[src/hw/rtl/frp_pkg.sv]
`timescale 1ns / 1ps

package frp_pkg;

  localparam int unsigned NODE_COUNT_DEF  = 64;
  localparam int unsigned OFFSET_BITS_DEF = 24;

  localparam int unsigned ACT_W      = 3;
  localparam int unsigned LEN_W      = 24;
  localparam int unsigned OUT_OFF_W  = 24;
  localparam int unsigned STAMP_W    = 32;
  localparam int unsigned MAXF_W     = 23;
  localparam int unsigned REGION_W   = 25;
  localparam int unsigned SPAN_W     = 32;
  localparam int unsigned STATUS_W   = 2;
  localparam int unsigned CFG_IDX_W  = 2;
  localparam int unsigned CFG_DATA_W = 32;

  localparam logic [MAXF_W-1:0]   MAXF_RST   = 23'd262144;
  localparam logic [REGION_W-1:0] REGION_RST = 25'd16777216;
  localparam logic [SPAN_W-1:0]   SPAN_RST   = 32'd5000;

  typedef enum logic [ACT_W-1:0] {
    ACT_PROBE   = 3'd0,
    ACT_RESERVE = 3'd1,
    ACT_COMMIT  = 3'd2,
    ACT_SPLIT   = 3'd3,
    ACT_DEQUEUE = 3'd4,
    ACT_NEXT    = 3'd5,
    ACT_SEEK    = 3'd6,
    ACT_CLEAR   = 3'd7
  } action_e;

  typedef enum logic [STATUS_W-1:0] {
    ST_OK   = 2'd0,
    ST_NONE = 2'd1,
    ST_COPY = 2'd2
  } status_e;

  typedef enum logic [CFG_IDX_W-1:0] {
    CFG_MAXF   = 2'd0,
    CFG_REGION = 2'd1,
    CFG_SPAN   = 2'd2
  } cfg_e;

  // Descriptor memory read address source.
  typedef enum logic [2:0] {
    RD_WS,
    RD_RH,
    RD_PS,
    RD_PS_NX,
    RD_T_NX,
    RD_SLOT
  } rsel_e;

  // Datapath micro-operations.
  typedef enum logic [4:0] {
    OP_NONE,
    OP_INIT,
    OP_DECODE,
    OP_CAP_WO,
    OP_CAP_RO,
    OP_PROBE,
    OP_RES_EVAL,
    OP_P_ADV,
    OP_LOAD,
    OP_KW_START,
    OP_T_ADV,
    OP_KW_CHECK,
    OP_SET_LK,
    OP_COMMIT,
    OP_SPLIT_A,
    OP_SPLIT_B,
    OP_OUT
  } op_e;

  typedef enum logic [4:0] {
    S_INIT,
    S_IDLE,
    S_DEC,
    S_PR_R,
    S_PR_EVAL,
    S_RS_W,
    S_RS_R,
    S_RS_P,
    S_RS_EVAL,
    S_RS_WA,
    S_RS_WB,
    S_LOAD,
    S_KW0,
    S_KW1,
    S_KW_A,
    S_KW_B,
    S_KW_END,
    S_CM_FIN,
    S_SP_A,
    S_SP_B,
    S_FETCH,
    S_OUT
  } state_e;

  typedef struct packed {
    rsel_e rsel;
    op_e   op;
    logic  in_ready;
  } dp_cmd_t;

  typedef struct packed {
    action_e action;
    logic    hit_ws;
    logic    is_key;
    logic    split_short;
    logic    kw_go;
    logic    kw_end;
    logic    res_walk;
    logic    walk_stop;
    logic    wrap;
    logic    out_free;
    logic    init_done;
    logic    in_valid;
  } dp_stat_t;

endpackage

[src/hw/rtl/frp_ctrl.sv]
`timescale 1ns / 1ps

module frp_ctrl (
  input  logic              clk_i,
  input  logic              rst_ni,
  input  frp_pkg::dp_stat_t stat_i,
  output frp_pkg::dp_cmd_t  cmd_o
);

  frp_pkg::state_e state_q, state_d;
  logic split_rest;

  // A split whose kept part is shorter than the frame leaves a remainder node.
  assign split_rest = (stat_i.action == frp_pkg::ACT_SPLIT) && stat_i.split_short;

  always_comb begin
    state_d = state_q;
    case (state_q)
      frp_pkg::S_INIT:    if (stat_i.init_done) state_d = frp_pkg::S_IDLE;
      frp_pkg::S_IDLE:    if (stat_i.in_valid) state_d = frp_pkg::S_DEC;
      frp_pkg::S_DEC: begin
        case (stat_i.action)
          frp_pkg::ACT_PROBE:   state_d = frp_pkg::S_PR_R;
          frp_pkg::ACT_RESERVE: state_d = frp_pkg::S_RS_R;
          frp_pkg::ACT_COMMIT,
          frp_pkg::ACT_SPLIT:   state_d = stat_i.hit_ws ? frp_pkg::S_LOAD : frp_pkg::S_FETCH;
          default:              state_d = frp_pkg::S_FETCH;
        endcase
      end
      frp_pkg::S_PR_R:    state_d = frp_pkg::S_PR_EVAL;
      frp_pkg::S_PR_EVAL: state_d = frp_pkg::S_FETCH;
      frp_pkg::S_RS_W:    state_d = frp_pkg::S_RS_R;
      frp_pkg::S_RS_R:    state_d = frp_pkg::S_RS_P;
      frp_pkg::S_RS_P:    state_d = frp_pkg::S_RS_EVAL;
      frp_pkg::S_RS_EVAL: state_d = stat_i.res_walk ? frp_pkg::S_RS_WA : frp_pkg::S_FETCH;
      frp_pkg::S_RS_WA:   state_d = frp_pkg::S_RS_WB;
      frp_pkg::S_RS_WB:   state_d = stat_i.walk_stop ? frp_pkg::S_FETCH : frp_pkg::S_RS_WA;
      frp_pkg::S_LOAD: begin
        if (stat_i.is_key) state_d = frp_pkg::S_KW0;
        else state_d = split_rest ? frp_pkg::S_SP_A : frp_pkg::S_CM_FIN;
      end
      frp_pkg::S_KW0:     state_d = frp_pkg::S_KW1;
      frp_pkg::S_KW1:     state_d = stat_i.kw_go ? frp_pkg::S_KW_A : frp_pkg::S_KW_END;
      frp_pkg::S_KW_A:    state_d = frp_pkg::S_KW_B;
      frp_pkg::S_KW_B:    state_d = stat_i.kw_end ? frp_pkg::S_KW_END : frp_pkg::S_KW_A;
      frp_pkg::S_KW_END:  state_d = split_rest ? frp_pkg::S_SP_A : frp_pkg::S_CM_FIN;
      frp_pkg::S_CM_FIN:  state_d = frp_pkg::S_FETCH;
      frp_pkg::S_SP_A:    state_d = frp_pkg::S_SP_B;
      frp_pkg::S_SP_B:    state_d = stat_i.wrap ? frp_pkg::S_RS_W : frp_pkg::S_FETCH;
      frp_pkg::S_FETCH:   state_d = frp_pkg::S_OUT;
      frp_pkg::S_OUT:     if (stat_i.out_free) state_d = frp_pkg::S_IDLE;
      default:            state_d = frp_pkg::S_IDLE;
    endcase
  end

  always_comb begin
    cmd_o.rsel     = frp_pkg::RD_WS;
    cmd_o.op       = frp_pkg::OP_NONE;
    cmd_o.in_ready = 1'b0;
    case (state_q)
      frp_pkg::S_INIT:    cmd_o.op = frp_pkg::OP_INIT;
      frp_pkg::S_IDLE:    cmd_o.in_ready = 1'b1;
      frp_pkg::S_DEC:     cmd_o.op = frp_pkg::OP_DECODE;
      frp_pkg::S_PR_R: begin
        cmd_o.rsel = frp_pkg::RD_RH;
        cmd_o.op   = frp_pkg::OP_CAP_WO;
      end
      frp_pkg::S_PR_EVAL: cmd_o.op = frp_pkg::OP_PROBE;
      frp_pkg::S_RS_R: begin
        cmd_o.rsel = frp_pkg::RD_RH;
        cmd_o.op   = frp_pkg::OP_CAP_WO;
      end
      frp_pkg::S_RS_P: begin
        cmd_o.rsel = frp_pkg::RD_PS;
        cmd_o.op   = frp_pkg::OP_CAP_RO;
      end
      frp_pkg::S_RS_EVAL: cmd_o.op = frp_pkg::OP_RES_EVAL;
      frp_pkg::S_RS_WA: begin
        cmd_o.rsel = frp_pkg::RD_PS_NX;
        cmd_o.op   = frp_pkg::OP_P_ADV;
      end
      frp_pkg::S_LOAD:    cmd_o.op = frp_pkg::OP_LOAD;
      frp_pkg::S_KW0:     cmd_o.rsel = frp_pkg::RD_PS;
      frp_pkg::S_KW1:     cmd_o.op = frp_pkg::OP_KW_START;
      frp_pkg::S_KW_A: begin
        cmd_o.rsel = frp_pkg::RD_T_NX;
        cmd_o.op   = frp_pkg::OP_T_ADV;
      end
      frp_pkg::S_KW_B:    cmd_o.op = frp_pkg::OP_KW_CHECK;
      frp_pkg::S_KW_END:  cmd_o.op = frp_pkg::OP_SET_LK;
      frp_pkg::S_CM_FIN:  cmd_o.op = frp_pkg::OP_COMMIT;
      frp_pkg::S_SP_A:    cmd_o.op = frp_pkg::OP_SPLIT_A;
      frp_pkg::S_SP_B:    cmd_o.op = frp_pkg::OP_SPLIT_B;
      frp_pkg::S_FETCH:   cmd_o.rsel = frp_pkg::RD_SLOT;
      frp_pkg::S_OUT: begin
        cmd_o.rsel = frp_pkg::RD_SLOT;
        if (stat_i.out_free) cmd_o.op = frp_pkg::OP_OUT;
      end
      default: ;
    endcase
  end

  always_ff @(posedge clk_i or negedge rst_ni) begin
    if (!rst_ni) begin
      state_q <= frp_pkg::S_INIT;
    end else begin
      state_q <= state_d;
    end
  end

endmodule

[config.mk]
export PLATFORM = sky130hd
export DESIGN_NAME = frp_ctrl
export DESIGN_NICKNAME = d
export VERILOG_FILES = /design/src/hw/rtl/frp_pkg.sv /design/src/hw/rtl/frp_ctrl.sv
export SDC_FILE = /design/constraint.sdc
export NUM_CORES = 1
export LEC_CHECK = 0
export BUFFER_PORTS_ARGS = -buffer_cell sky130_fd_sc_hd__buf_2
export CAP_MARGIN = 20
export CORE_MARGIN = 2
export CORE_UTILIZATION = 47
export CTS_CLUSTER_SIZE = 30
export DETAILED_ROUTE_END_ITERATION = 6
export PLACE_DENSITY = 0.84
export SETUP_SLACK_MARGIN = 0.1
export SLEW_MARGIN = 20
export SYNTH_ARGS = -nofsm -noshare
export SYNTH_HDL_FRONTEND = slang
export SYNTH_SLANG_ARGS = --single-unit
[constraint.sdc]
create_clock -name clk_i -period 1.27 [get_ports clk_i]
set_input_delay 0.127 -clock clk_i [delete_from_list [all_inputs] [get_ports clk_i]]
set_output_delay 0.127 -clock clk_i [all_outputs]
set_load 0.1 [all_outputs]
==> impl_metrics.env, run 1 <==
export IMPL_outcome="did not finish"
export IMPL_failing_step="5_1_grt"
export IMPL_stop_error="[ERROR DPL-0038] Utilization greater than 100%, impossible to legalize"
export IMPL_cts_num_sinks=5
export IMPL_dp_cells=201
export IMPL_place_gp_congestion=1.013
export IMPL_synth_commonest_cells="nor2_1 (11), o21ai_0 (9), nand2b_1 (8)"
export IMPL_avgSynthCellArea_um2=7.567
export IMPL_synthCells=125
export IMPL_placementRows=16
export IMPL_synthMostInstantiatedCell="nor2_1"
export IMPL_synthFlopType="dfrtp_1"
export IMPL_io_buffers=24
export IMPL_synth_area_leaders="dfrtp_1 (13%), nand2b_1 (5.3%), o21ai_0 (4.8%), nor2_1 (4.4%), nor2b_1 (4.0%)"
export IMPL_synth_fp_nets=141
export IMPL_yosys_area_top_type_share_pct=13.23
export IMPL_worst_ep_kind="output port"
export IMPL_synth_cell_types=56
export IMPL_cts_max_level=1
export IMPL_synth_warnings=0
export IMPL_numCtsBuffers=3
export IMPL_crit_endpoint="cmd_o[3]"
export IMPL_ys_seq_area_share_pct=13.23
export IMPL_synth_edf_count=0
export IMPL_synthesis_area_um2=945.9
export IMPL_ys_ff_latch=5
export IMPL_hpwl_um=2755
export IMPL_die_width_um=48.86
export IMPL_start_util_pct=49.22
export IMPL_root_buffer="clkbuf_4"
export IMPL_max_clock_path_buffers=2
export IMPL_die_h_um=48.86
export IMPL_synthArstFlopShare_pct=100.0
export IMPL_ios=25
export IMPL_synth_largest_area_cell="dfrtp_1"
export IMPL_grt_max_degree=12
[metrics by stage]
| stage | util (%) | setup WS (ns) | area [um^2] |
|---|---|---|---|
| floorplan | - | -0.5138 | 1126 |
| global placement | 81.18 | -0.2678 | 1560 |
| detailed placement | 81.18 | -0.3418 | 1560 |
| CTS | 95.64 | -0.4221 | 1838 |
[kinds of logic after synthesis]
group / count (synthesis) / synth area share [%]
compound gates: 53 / 44.18
simple gates: 46 / 28.97
buf+inv: 18 / 10.85
flops: 5 / 13.23
xor+xnor: 3 / 2.778
[timing repair]
action	in CTS
pin swaps	11
resized for setup	35
buffers inserted	12
endpoints found under the setup margin	14
endpoints found under the hold margin	5
hold buffers	1
==> run 2: changes to the inputs <==
--- a/config.mk
+++ b/config.mk
@@ -7,12 +7,10 @@
 export LEC_CHECK = 0
 export BUFFER_PORTS_ARGS = -buffer_cell sky130_fd_sc_hd__buf_2
 export CAP_MARGIN = 20
-export CORE_MARGIN = 2
-export CORE_UTILIZATION = 47
-export CTS_CLUSTER_SIZE = 30
+export CORE_AREA = 2 2 63 65
 export DETAILED_ROUTE_END_ITERATION = 6
-export PLACE_DENSITY = 0.84
-export SETUP_SLACK_MARGIN = 0.1
+export DIE_AREA = 0 0 65 67
+export PLACE_DENSITY_LB_ADDON = 0.15
 export SLEW_MARGIN = 20
 export SYNTH_ARGS = -nofsm -noshare
 export SYNTH_HDL_FRONTEND = slang
==> constraint.sdc (replaced) <==
create_clock -name clk_i -period 1.7 [get_ports clk_i]
set_input_delay 0.17 -clock clk_i [delete_from_list [all_inputs] [get_ports clk_i]]
set_output_delay 0.17 -clock clk_i [all_outputs]
set_load 0.1 [all_outputs]
==> run 2 against run 1 <==
  * The flow now finishes, with violations (setup timing)
  * Area after synthesis is the same
  * Synthesized cell count is the same
==> impl_metrics.env, run 2 <==
export IMPL_path_max_fanout=6
export IMPL_synth_area_leaders="dfrtp_1 (13%), nand2b_1 (5.3%), o21ai_0 (4.8%), nor2_1 (4.4%), nor2b_1 (4.0%)"
export IMPL_largest_registers="state_q (5)"
export IMPL_grt_pass1_wl_um=5106
export IMPL_cts_max_level=1
export IMPL_layout_common_cells="buf_4 (36), buf_2 (15), buf_12 (9)"
export IMPL_synth_fp_nets=141
export IMPL_crit_path_max_incr_delay_ns=0.44
export IMPL_slew_headroom_pct=76.90
export IMPL_ios=25
export IMPL_seqCellArea_um2=130.1
export IMPL_place_gp_congestion=0.8260
export IMPL_synthesis_area_um2=945.9
export IMPL_cp_start_kind="flop"
export IMPL_first_iter_violations=44
export IMPL_vias=1193
export IMPL_fin_crit_ns=1.709
export IMPL_grt_setup_unrepaired="true"
export IMPL_nNetsFinal=203
export IMPL_drc=0
export IMPL_vias_per_cell=5.098
export IMPL_dr_pass1_iters=4
export IMPL_top_register="state_q"
export IMPL_hpwl_um=2469
export IMPL_outcome="finished with violations"
export IMPL_cts_num_sinks=5
export IMPL_cp_buffers_inverters=2
export IMPL_tightest_slew_ns=0.3422
export IMPL_cp_required_ns=1.53
export IMPL_fillers=329
export IMPL_insertion_delay_ns=0.23
export IMPL_synth_warnings=0
export IMPL_yosys_area_top_type_share_pct=13.23
export IMPL_synth_cell_types=56
export IMPL_placed_cell_area_mm2=0.001478
export IMPL_synthArstFlopShare_pct=100.0
export IMPL_fin_setup_tns_ns=-0.01557
export IMPL_cp_end_kind="output pin"
export IMPL_numCtsBuffers=3
export IMPL_synthMostInstantiatedCell="nor2_1"
export IMPL_fin_crit_sh_pct=100.5
export IMPL_grt_max_degree=15
export IMPL_antenna_found_initial=0
export IMPL_clkTransAtPathRegs_ns=0.04
export IMPL_layout_commonest_cell="buf_4"
export IMPL_avgSynthCellArea_um2=7.567
export IMPL_syn2layout_area_growth_pct=92.46
export IMPL_cts_tree="done"
export IMPL_skew_ns=0.002768
export IMPL_placementRows=22
export IMPL_avgRoutedWirePerCell_um=14.38
export IMPL_die_width_um=65
export IMPL_io_buffers=24
export IMPL_fin_ws_ns=-0.008765
export IMPL_die_area_mm2=0.004355
export IMPL_synth_largest_area_cell="dfrtp_1"
export IMPL_synth_edf_count=0
export IMPL_hold_viol_final=0
export IMPL_max_clock_path_buffers=2
export IMPL_violations="setup timing"
export IMPL_grt_pass1_vias=1121
export IMPL_start_util_pct=26.23
export IMPL_grt_use_total_pct=15.09
export IMPL_cp_slowest_cell="dfrtp_2"
export IMPL_ys_ff_latch=5
export IMPL_ys_seq_area_share_pct=13.23
export IMPL_cp_cell_sequence="buf_6 > xor2_4 > a31oi_4 > o22ai_4 > buf_12"
export IMPL_drive_gt1_share_pct=59.68
export IMPL_grt_overflow=0
export IMPL_root_buffer="clkbuf_8"
export IMPL_hold_class="primary input to flop"
export IMPL_worst_endpoint_arrival_ns=1.54
export IMPL_coreArea_mm2=0.003606
export IMPL_die_h_um=67
export IMPL_synth_commonest_cells="nor2_1 (11), o21ai_0 (9), nand2b_1 (8)"
export IMPL_synthCells=125
export IMPL_num_antenna_cells=0
export IMPL_clock_fmax_mhz=585.2
export IMPL_largest_register_ffs=5
export IMPL_maxCapViolations=0
export IMPL_finalSetupViolCount=2
export IMPL_criticalPathCategory="flop to output pin"
export IMPL_synthFlopType="dfrtp_1"
export IMPL_timing_final_max_slew_violations=0
export IMPL_path_delay_family="flip-flops"
export IMPL_final_area_mm2=0.001821
export IMPL_postRouteAntennaNets=0
export IMPL_multi_input_area_um2=940.9
export IMPL_wirelength_um=3364
## run 2: cell counts after synthesis
Identical to the previous run, type by type.
## run 2: worst register-to-register path, cell delays in order, from the launching register on
cell and delay [ns]:
dfrtp_2 0.45, buf_6 0.15, buf_4 0.13, or4_4 0.43, a21oi_4 0.15, a221oi_2 0.05
a32oi_1 0.17
## run 2: path summary, 6_finish.rpt
kind / startpoint / end / slack [ns] / cells past startpoint
max in group asynchronous: rst_ni / state_q[1] / 1.22 / 2
min in group asynchronous: rst_ni / state_q[2] / 0.33 / 2
min reg2reg: state_q[4] / state_q[3] / 0.63 / 2
min: stat_i[1] / state_q[0] / 0.23 / 3
max: state_q[2] / cmd_o[6] / -0.009 / 5
max reg2reg: state_q[3] / state_q[0] / 0.09 / 6
## run 2: logic make-up (layout without fill, tap and decap cells)
family | after synthesis | in the layout | share of synthesized area [%]
DFF | 5 | 5 | 13.23
AOI/OAI and AO/OA | 53 | 53 | 44.18
and+or+nand+nor | 46 | 46 | 28.97
buffers and inverters | 18 | 79 | 10.85
xor gates and xnor gates | 3 | 3 | 2.778
## run 2: layout make-up
cell class              instances  share of cell area [%]
multi-input cells             102                   51.68
clock buffers                   4                   2.474
well taps                      48                   3.299
repair buffers                 69                   34.16
inverters                       6                   1.237
flip-flops and latches          5                   7.148
## run 2: what timing repair did
item	CTS	global route
pin swaps	0	9
gates resized for setup	8	31
cloned	0	0
buffers inserted	1	18
hold endpoints to repair	5	0
hold buffers	1	0
setup endpoints to repair	8	8
## run 2: layer usage
metal | up-vias | wire [um] | track usage, % | share of wire, %
met5 | - | 0 | 0 | 0
met4 | 0 | 44 | 6.649 | 1.3
met3 | 5 | 145 | 2.534 | 4.3
met2 | 32 | 1777 | 26.29 | 53
met1 | 558 | 1397 | 18.14 | 42
li1 | 598 | - | - | -
## run 2: metrics by stage
step	hold slack [ns]	utilization, %	setup slack (ns)	cells
after floorplan	-0.1256	-	-0.2109	125
after global placement	-0.009549	40.98	0.07094	210
after detailed placement	-0.008110	40.98	0.08813	210
after CTS	0.2304	43.20	-0.02758	216
after global routing	0.2738	50.49	-0.08443	234
final	0.2334	50.49	-0.008765	234
Power of run 2 is left out: the tool's default activity adds up to more than one toggle a clock period on the data nets, which glitch-free logic cannot reach.
==> run 3: changes to the inputs <==
--- a/config.mk
+++ b/config.mk
@@ -11,6 +11,7 @@
 export DETAILED_ROUTE_END_ITERATION = 6
 export DIE_AREA = 0 0 65 67
 export PLACE_DENSITY_LB_ADDON = 0.15
+export REMOVE_ABC_BUFFERS = 1
 export SLEW_MARGIN = 20
 export SYNTH_ARGS = -nofsm -noshare
 export SYNTH_HDL_FRONTEND = slang
==> run 3 against run 2 <==
  * The run now ends clean
  * Global-route usage down 0.54 points
  * Non-clock buffer count down 5
  * Hold slack better by 0.023 ns
  * Setup slack better by 0.010 ns
  * Maximum frequency up 0.61%
  * Critical path depth down 1
  * Clock skew about the same
  * Final cell count down 2.1%
==> impl_metrics.env, run 3 (synthesis results as in run 2) <==
export IMPL_r2r_cells=6
export IMPL_outcome="finished, final reports clean"
export IMPL_cts_num_sinks=5
export IMPL_die_area_mm2=0.004355
export IMPL_drive_gt1_share_pct=54.14
export IMPL_rrSetupSlack_ns=0.03
export IMPL_dr_pass1_iters=5
export IMPL_grt_use_total_pct=14.56
export IMPL_wirelength_um=3421
export IMPL_tightest_slew_ns=0.3871
export IMPL_skew_ns=0.002775
export IMPL_finalSetupViolCount=0
export IMPL_maxCapViolations=0
export IMPL_r2r_start="state_q[3]"
export IMPL_first_iter_violations=47
export IMPL_fin_ws_ns=0.001561
export IMPL_placementRows=22
export IMPL_avgRoutedWirePerCell_um=14.94
export IMPL_grt_pass1_wl_um=4912
export IMPL_hpwl_um=2436
export IMPL_syn2layout_area_growth_pct=79.10
export IMPL_drc=0
export IMPL_ios=25
export IMPL_numCtsBuffers=3
export IMPL_largest_registers="state_q (5)"
export IMPL_antenna_found_initial=0
export IMPL_dp_cells=210
export IMPL_r2r_end="state_q[0]"
export IMPL_fin_crit_sh_pct=99.91
export IMPL_criticalPathCategory="flop to output pin"
export IMPL_root_buffer="clkbuf_8"
export IMPL_largest_register_ffs=5
export IMPL_hp_start="stat_i[1]"
export IMPL_fin_cells=229
export IMPL_fillers=341
export IMPL_max_clock_path_buffers=2
export IMPL_grt_setup_unrepaired="true"
export IMPL_path_max_fanout=7
export IMPL_grt_overflow=0
export IMPL_coreArea_mm2=0.003606
export IMPL_start_util_pct=26.23
export IMPL_clkTransAtPathRegs_ns=0.04
export IMPL_clock_fmax_mhz=588.8
export IMPL_num_antenna_cells=0
export IMPL_vias_per_cell=5.306
export IMPL_slew_headroom_pct=73.87
export IMPL_startpoint="state_q[2]"
export IMPL_layout_commonest_cell="buf_4"
export IMPL_die_width_um=65
export IMPL_grt_max_degree=13
export IMPL_top_register="state_q"
export IMPL_worst_endpoint_arrival_ns=1.53
export IMPL_place_ws_ns=0.04052
export IMPL_place_gp_congestion=0.8434
export IMPL_cts_max_level=1
export IMPL_cts_tree="done"
export IMPL_postRouteAntennaNets=0
export IMPL_fin_setup_tns_ns=0
export IMPL_holdPathEnd="state_q[0]"
export IMPL_timing_final_max_slew_violations=0
export IMPL_hold_viol_final=0
export IMPL_holdPathStages=3
export IMPL_insertion_delay_ns=0.22
export IMPL_cp_start_kind="flop"
export IMPL_layout_common_cells="buf_4 (32), buf_2 (15), nor2_1 (9), buf_12 (9)"
export IMPL_die_h_um=67
export IMPL_cp_required_ns=1.53
export IMPL_vias=1215
export IMPL_hold_class="primary input to flop"
export IMPL_cp_end_kind="output pin"
export IMPL_grt_pass1_vias=1022
export IMPL_nNetsFinal=198
export IMPL_io_buffers=24
export IMPL_fin_crit_ns=1.698
==> run 3: changes by cell type in the layout (fill, tap and decap cells not counted), sizes merged <==
cell | before | now
buf | 67 | 62
inv | 6 | 5
clkinvlp | 0 | 1
==> run 3: worst max-delay path by stage <==
stage	endpoint	slack, ns	depth (start not counted)
CTS	cmd_o[3]	0.002	5
detailed placement	state_q[2]	0.04	5
global placement	state_q[2]	0.08	5
floorplan	cmd_o[1]	-1.67	2
finish	cmd_o[3]	0.002	4
global route	cmd_o[3]	-0.03	6
==> run 3: cell type report <==
type / count / area (um^2) / share of cell area (%)
clock buffers: 4 / 45.04 / 2.659
inverters: 6 / 26.28 / 1.551
multi-input cells: 102 / 854.6 / 50.44
flip-flops and latches: 5 / 130.1 / 7.681
well taps: 48 / 60.06 / 3.545
repair buffers: 64 / 578.1 / 34.12
==> run 3: worst max-delay path: stages, from the launching register on <==
cell and delay (ns):
dfrtp_2 0.46, buf_6 0.16, or3b_4 0.41, o21ai_4 0.09
buf_12 0.19
==> run 3: layer usage <==
layer	wire, um	part of all wire (%)	global-route usage, %
met1	1564	46	19.76
met2	1652	48	25.00
met3	172	5.0	0.6757
met4	32	0.94	3.989
met5	0	0	0
==> run 3: through the flow <==
stage	hold WS, ns	utilization [%]	cell area (um^2)
6_report	0.2560	46.98	1694
2_1_floorplan	-0.1256	-	865.8
3_3_place_gp	-0.008347	37.96	1369
3_5_place_dp	-0.009117	37.96	1369
5_1_grt	0.3140	46.98	1694
4_1_cts	0.2594	41.78	1506
==> run 3: timing repair <==
item                                   in CTS  in global routing
resized for setup                          11                 34
hold buffers                                1                  0
buffers inserted                            7                  7
setup endpoints to repair                   8                 11
endpoints found under the hold margin       5                  0
pin swaps                                   1                  9
Power of run 3 is left out for the same reason.
==> run 4: changes to the inputs <==
--- a/config.mk
+++ b/config.mk
@@ -7,6 +7,8 @@
 export LEC_CHECK = 0
 export BUFFER_PORTS_ARGS = -buffer_cell sky130_fd_sc_hd__buf_2
 export CAP_MARGIN = 20
+export CELL_PAD_IN_SITES_DETAIL_PLACEMENT = 1
+export CELL_PAD_IN_SITES_GLOBAL_PLACEMENT = 2
 export CORE_AREA = 2 2 63 65
 export DETAILED_ROUTE_END_ITERATION = 6
 export DIE_AREA = 0 0 65 67
==> run 4 against run 3 <==
  * Largest cell class unchanged
  * Register-to-register slack about the same
  * Critical path depth unchanged
  * Wire length up 23%
  * Global-route usage up 3.5 points
  * Cell area up 6.1%
  * First-iteration DRC count up 2.1%
  * The run now ends with setup timing left
  * Non-clock buffer count up 3
  * Via count up 2.3%
  * Clock skew about the same
  * Count of clock-buffer cells in the layout unchanged
  * Maximum frequency down 2.2%
==> impl_metrics.env, run 4 (synthesis results as in run 2) <==
export IMPL_outcome="finished with violations"
export IMPL_violations="setup timing"
export IMPL_die_width_um=65
export IMPL_grt_setup_unrepaired="true"
export IMPL_cp_cell_sequence="buf_6 > or3b_4 > o21ai_4 > buf_12"
export IMPL_drc=0
export IMPL_cp_start_kind="flop"
export IMPL_grt_pass1_vias=1272
export IMPL_hold_class="primary input to flop"
export IMPL_num_antenna_cells=0
export IMPL_placementRows=22
export IMPL_grt_util_met1_pct=21.52
export IMPL_top_register="state_q"
export IMPL_maxCapViolations=0
export IMPL_start_util_pct=26.23
export IMPL_place_gp_congestion=0.7836
export IMPL_hold_viol_final=0
export IMPL_layout_common_cells="buf_4 (32), buf_2 (15), buf_12 (9)"
export IMPL_clock_fmax_mhz=575.8
export IMPL_numCtsBuffers=3
export IMPL_place_ws_ns=0.01501
export IMPL_largest_register_ffs=5
export IMPL_ios=25
export IMPL_hp_start="stat_i[1]"
export IMPL_fin_crit_ns=1.737
export IMPL_layout_commonest_cell="buf_4"
export IMPL_hold_slack_ns=0.2373
export IMPL_nNetsFinal=201
export IMPL_cts_tree="done"
export IMPL_fin_crit_sh_pct=102.2
export IMPL_worst_endpoint_arrival_ns=1.57
export IMPL_antenna_found_initial=0
export IMPL_fin_setup_tns_ns=-0.1377
export IMPL_cp_required_ns=1.53
export IMPL_clkTransAtPathRegs_ns=0.04
export IMPL_skew_ns=0.003214
export IMPL_finalSetupViolCount=7
export IMPL_vias=1243
export IMPL_startpoint="state_q[3]"
export IMPL_grt_busiest_layer="met2"
export IMPL_die_area_mm2=0.004355
export IMPL_root_buffer="clkbuf_8"
export IMPL_grt_max_degree=27
export IMPL_grt_pass1_wl_um=6106
export IMPL_grt_use_met3_pct=1.858
export IMPL_cp_end_kind="output pin"
export IMPL_criticalPathCategory="flop to output pin"
export IMPL_r2r_start="state_q[3]"
export IMPL_drive_gt1_share_pct=58.70
export IMPL_cts_max_level=1
export IMPL_avgRoutedWirePerCell_um=18.08
export IMPL_largest_registers="state_q (5)"
export IMPL_die_h_um=67
export IMPL_syn2layout_area_growth_pct=89.95
export IMPL_dr_pass1_iters=4
export IMPL_cts_num_sinks=5
export IMPL_io_buffers=24
export IMPL_first_iter_violations=48
export IMPL_cp_slowest_cell="dfrtp_2"
export IMPL_grt_use_total_pct=18.10
export IMPL_coreArea_mm2=0.003606
export IMPL_postRouteAntennaNets=0
export IMPL_fin_ws_ns=-0.03678
export IMPL_grt_overflow=0
export IMPL_timing_final_max_slew_violations=0
export IMPL_slew_headroom_pct=74.51
export IMPL_hpwl_um=2649
export IMPL_grt_util_met2_pct=32.99
export IMPL_max_clock_path_buffers=2
export IMPL_insertion_delay_ns=0.22
export IMPL_crit_path_max_incr_delay_ns=0.46
export IMPL_wirelength_um=4194
export IMPL_vias_per_cell=5.358
export IMPL_tightest_slew_ns=0.3776
export IMPL_path_max_fanout=7
run 4: changes by cell type in the layout (fill, tap and decap cells not counted), moves of 2 or more:
cell,delta
or2_4,-2
nand2b_2,+2
nand2b_1,-2
clkbuf_16,+3
nor2_1,-2
nor2_2,+2
run 4: area by class of cell:
| cell class | instances | area [um^2] |
|---|---|---|
| clock buffer | 4 | 45.04 |
| fill | 431 | 1809 |
| inverter | 6 | 22.52 |
| multi-input combinational | 102 | 878.3 |
| sequential | 5 | 131.4 |
| tap | 48 | 60.06 |
| timing repair buffer | 67 | 659.4 |
run 4: worst paths after layout:
check	end	slack, ns	cells after the start
setup / recovery	cmd_o[3]	-0.04	4
hold / removal	state_q[0]	0.24	3
setup reg to reg	state_q[0]	0.04	6
hold reg to reg	state_q[1]	0.71	2
max in group asynchronous	state_q[0]	1.25	2
min in group asynchronous	state_q[2]	0.30	2
run 4: timing repair:
item / 4_1_cts / 5_1_grt
gates cloned: 0 / 2
buffers inserted: 7 / 12
resized for setup: 17 / 31
setup endpoints to repair: 10 / 12
hold buffers: 1 / 0
pin swaps: 1 / 15
hold endpoints to repair: 5 / 0
run 4: metrics by stage:
step | util, % | std cells | cell area, um^2
after floorplan | - | 113 | 865.8
after global placement | 37.47 | 206 | 1351
after detailed placement | 37.47 | 206 | 1351
after CTS | 42.12 | 218 | 1519
after global routing | 49.83 | 232 | 1797
final | 49.83 | 232 | 1797
run 4: critical path, delay by kind of cell (launching register included):
family / cells / cell delay, ns
AOI/OAI and AO/OA: 1 / 0.09
buffers and inverters: 2 / 0.35
and+or+nand+nor: 1 / 0.44
DFF: 1 / 0.46
run 4: layer usage:
metal,wire (um),part of all wire [%]
met1,1900,45
met2,2153,51
met3,77,1.8
met4,62,1.5
met5,0,0
Power of run 4 is left out for the same reason.
